[config.mk]
export PLATFORM = sky130hd
export DESIGN_NAME = hsj_ram
export DESIGN_NICKNAME = d
export VERILOG_FILES = /design/src/rtl/hsj_ram.sv
export SDC_FILE = /design/constraint.sdc
export NUM_CORES = 1
export LEC_CHECK = 0
export BUFFER_PORTS_ARGS = -buffer_cell sky130_fd_sc_hd__buf_2
export CAP_MARGIN = 25
export CORE_MARGIN = 2
export CORE_UTILIZATION = 46
export CTS_CLUSTER_SIZE = 28
export DETAILED_ROUTE_END_ITERATION = 6
export HOLD_SLACK_MARGIN = 0.05
export PLACE_DENSITY = 0.63
export SYNTH_ARGS = -nofsm -noshare
export SYNTH_HDL_FRONTEND = slang
export SYNTH_SLANG_ARGS = --single-unit
[constraint.sdc]
create_clock -name clk -period 4.3 [get_ports clk]
set_input_delay 0.86 -clock clk [delete_from_list [all_inputs] [get_ports clk]]
set_output_delay 0.86 -clock clk [all_outputs]
set_load 0.005 [all_outputs]
[src/rtl/hsj_ram.sv]
module hsj_ram #(
  parameter int WIDTH = 8,
  parameter int DEPTH = 16,
  localparam int AW = $clog2(DEPTH)
) (
  input  logic             clk,
  input  logic             we,
  input  logic [AW-1:0]    waddr,
  input  logic [WIDTH-1:0] wdata,
  input  logic [AW-1:0]    raddr,
  output logic [WIDTH-1:0] rdata
);

  logic [WIDTH-1:0] mem [DEPTH];

  always_ff @(posedge clk) begin
    if (we) begin
      mem[waddr] <= wdata;
    end
    rdata <= mem[raddr];
  end

endmodule

==> impl_metrics.py <==
metrics = {
    "outcome": {
        "status": "complete, no violations",
    },
    "die": {
        "rows": 38,
        "die_y_um": 110,
        "die_width_um": 110,
        "core_sq_um": 10900,
        "start_util_pct": 47.3,
        "die_area_sq_um": 12100,
        "io_pins": 26,
    },
    "timing": {
        "finClkSkew_ns": 0.00518,
        "finalSetupViolCount": 0,
        "maxSlewHeadroom_pct": 34.8,
        "finalHoldViolCount": 0,
        "finalCritPeriodShare_pct": 52.8,
        "timing.hold.ws_ns": 0.659,
        "worst_slew_pin_slew_ns": 0.974,
        "drv_slew": 0,
        "rsz0062_at_grt": "no",
        "setup_tns_ns": 0,
        "fin_crit_ns": 2.27,
        "clock.fmax_mhz": 440,
    },
    "synthesis": {
        "synthSimpleGateAreaFrac_pct": 3.18,
        "synth_area_leaders": "edfxtp_1 75%, mux4_2 7.9%, mux4_1 7.1%",
        "synth_cells": 229,
        "ys.warnings.count": 0,
        "syn_nets": 247,
        "synthAdderAreaFrac_pct": 0,
        "synth-seq-area-share_pct": 77.8,
        "ys_types": 19,
        "synth.ff_latch_count": 136,
        "synth_area_leader_cell": "edfxtp_1",
        "synth_edf_count": 128,
        "synth_top_family_by_area": "multiplexers",
        "netlist_area_sq_um": 5150,
        "synthMuxAreaShare_pct": 15.0,
        "synthTopCellsByCount": "128 x edfxtp_1, 18 x mux4_2, 16 x a22oi_1",
        "synth_xor_area_share_pct": 0,
        "syn_avg_cell_area_sq_um": 22.5,
        "synthDominantCellAreaShare_pct": 74.7,
        "async_flop_share_pct": 0,
        "synth_compound_area_share_pct": 2.33,
        "synth_ff_type": "edfxtp_1",
        "synthMostInstantiatedCell": "edfxtp_1",
    },
    "cts": {
        "cts_tree": "done",
        "clockRootBuffer": "clkbuf_8",
        "h-tree-depth": 4,
        "post_cts_buffers": 0,
        "cts_sinks": 136,
        "clk_pin_slew_ns": 0.06,
        "clock_latency_ns": 0.50,
        "numCtsBuffers": 17,
        "cts_buffer_depth": 2,
        "holdBufCountCts": 0,
        "cts_resized": 0,
    },
    "finish": {
        "final_nets": 286,
        "syn_to_final_growth_pct": 16.2,
        "drive_gt1_share_pct": 26.3,
        "diodes": 0,
    },
    "hold_path": {
        "hold_path_depth": 3,
        "holdPathEnd": "rdata[1]",
        "hold_start": "mem[15][1]",
        "hp-class": "reg2reg",
    },
    "place": {
        "dp_hpwl_um": 5710,
        "place_congestion": 0.731,
        "portBuffers": 25,
    },
    "power_and_ir_drop": {
        "switchingPower_uw": 576,
        "power.leakage_nw": 2.00,
        "p_int_mw": 2.47,
        "worst_ir_drop_vdd_mv": 0.227,
        "p_seq_share_pct": 48.9,
        "pwr-share-clk_pct": 46.9,
        "combPwrFrac_pct": 4.2,
        "netSwitchingFraction_pct": 18.9,
        "powerDensity_nw_per_um2": 509,
    },
    "detailed_routing": {
        "wl_per_cell_um": 22.3,
        "drtIter0Drc": 156,
        "drcViolationCount": 0,
        "ant_nets": 0,
        "postRouteWirelength_um": 9410,
        "via_per_inst": 5.64,
        "drt_pre_antenna_iters": 7,
        "vias": 2373,
    },
    "global_routing": {
        "antenna_found_initial": 0,
        "grt.overflow.total": 0,
        "grt_pass1_wl_um": 14100,
        "grt_pass1_vias": 2418,
        "grt_max_degree": 33,
        "grt.total_usage_pct": 17.5,
    },
    "worst_setup_path": {
        "path_class": "in2reg",
        "crit_fanout": 26,
        "regToRegSetupSlack_ns": 2.92,
        "cp.required_ns": 4.69,
        "cp_data_arrival_time_ns": 2.66,
        "cp-end-kind": "register",
        "r2r-end": "rdata[5]",
        "cp-start-kind": "input pin",
        "reg2reg_depth": 3,
        "reg2reg_from": "mem[0][5]",
    },
    "job": {
        "drv_cap": 0,
    },
}
routing by layer:
layer | GRT usage [%] | wire (um)
met1 | 22.9 | 3790
met2 | 28.1 | 4810
met3 | 4.80 | 739
met4 | 6.60 | 70
met5 | 0 | 0
sequential cells by signal, indices dropped and copies added (netlist names):
signal,cells
rdata,8
mem,128
kinds of logic (layout without fill, tap and decap cells):
group | after synthesis | in the layout
flops | 136 | 136
mux | 32 | 32
buf+inv | 10 | 62
compound gates | 16 | 16
simple gates | 35 | 35
final cells by class:
type / count / area (sq um)
sequential: 136 / 4000
tap: 140 / 175
fill: 831 / 4910
clock inverter: 11 / 154
multi-input combinational: 83 / 1060
timing repair buffer: 30 / 163
clock buffer: 21 / 429
critical path, cell delays in order:
cell and delay (ns):
buf_2 0.64, buf_4 0.32, mux4_1 0.56, a22oi_1 0.20, nand2_1 0.07
cell usage in the layout (no fill, tap or decap):
master and n:
nand3b_1 2, clkinvlp_4 1, mux4_2 18, nor3_1 4, mux4_1 14, clkinv_2 3, edfxtp_1 128, and2_1 1
buf_2 25, a22oi_1 16, nor2b_1 1, nand3_1 1, nand2_1 9, clkinv_1 3, clkbuf_8 1, or3b_2 1
nor2_1 13, clkbuf_1 4, nand2b_1 2, dfxtp_1 8, and2b_1 1, clkbuf_16 16, buf_4 5, bufinv_16 4
power groups by stage:
stage | registers, mW | logic [mW] | clock network (mW)
global route | 1.49 | 0.139 | 1.51
detailed placement | 1.52 | 0.129 | 0
global placement | 1.52 | 0.127 | 0
finish | 1.49 | 0.127 | 1.43
CTS | 1.49 | 0.130 | 1.45
floorplan | 1.52 | 0.0752 | 0
metrics by stage:
stage / cells / power, mW / worst slack (ns) / cell area (sq um) / util (%)
4_1_cts: 421 / 3.07 / 2.01 / 5980 / 54.9
6_report: 421 / 3.04 / 2.03 / 5980 / 54.9
3_3_place_gp: 388 / 1.64 / 1.44 / 5390 / 49.5
2_1_floorplan: 229 / 1.59 / 1.95 / 5150 / -
3_5_place_dp: 389 / 1.65 / 1.47 / 5400 / 49.6
5_1_grt: 421 / 3.14 / 1.88 / 5980 / 54.9
worst max-delay path by stage:
| stage | startpoint | end |
|---|---|---|
| 3_3_place_gp | waddr[2] | mem[0][7] |
| 6_report | raddr[0] | rdata[3] |
| 2_1_floorplan | waddr[2] | mem[0][0] |
| 3_5_place_dp | raddr[0] | rdata[2] |
| 5_1_grt | raddr[0] | rdata[2] |
| 4_1_cts | raddr[0] | rdata[2] |
(Power assumes the default switching activity.)
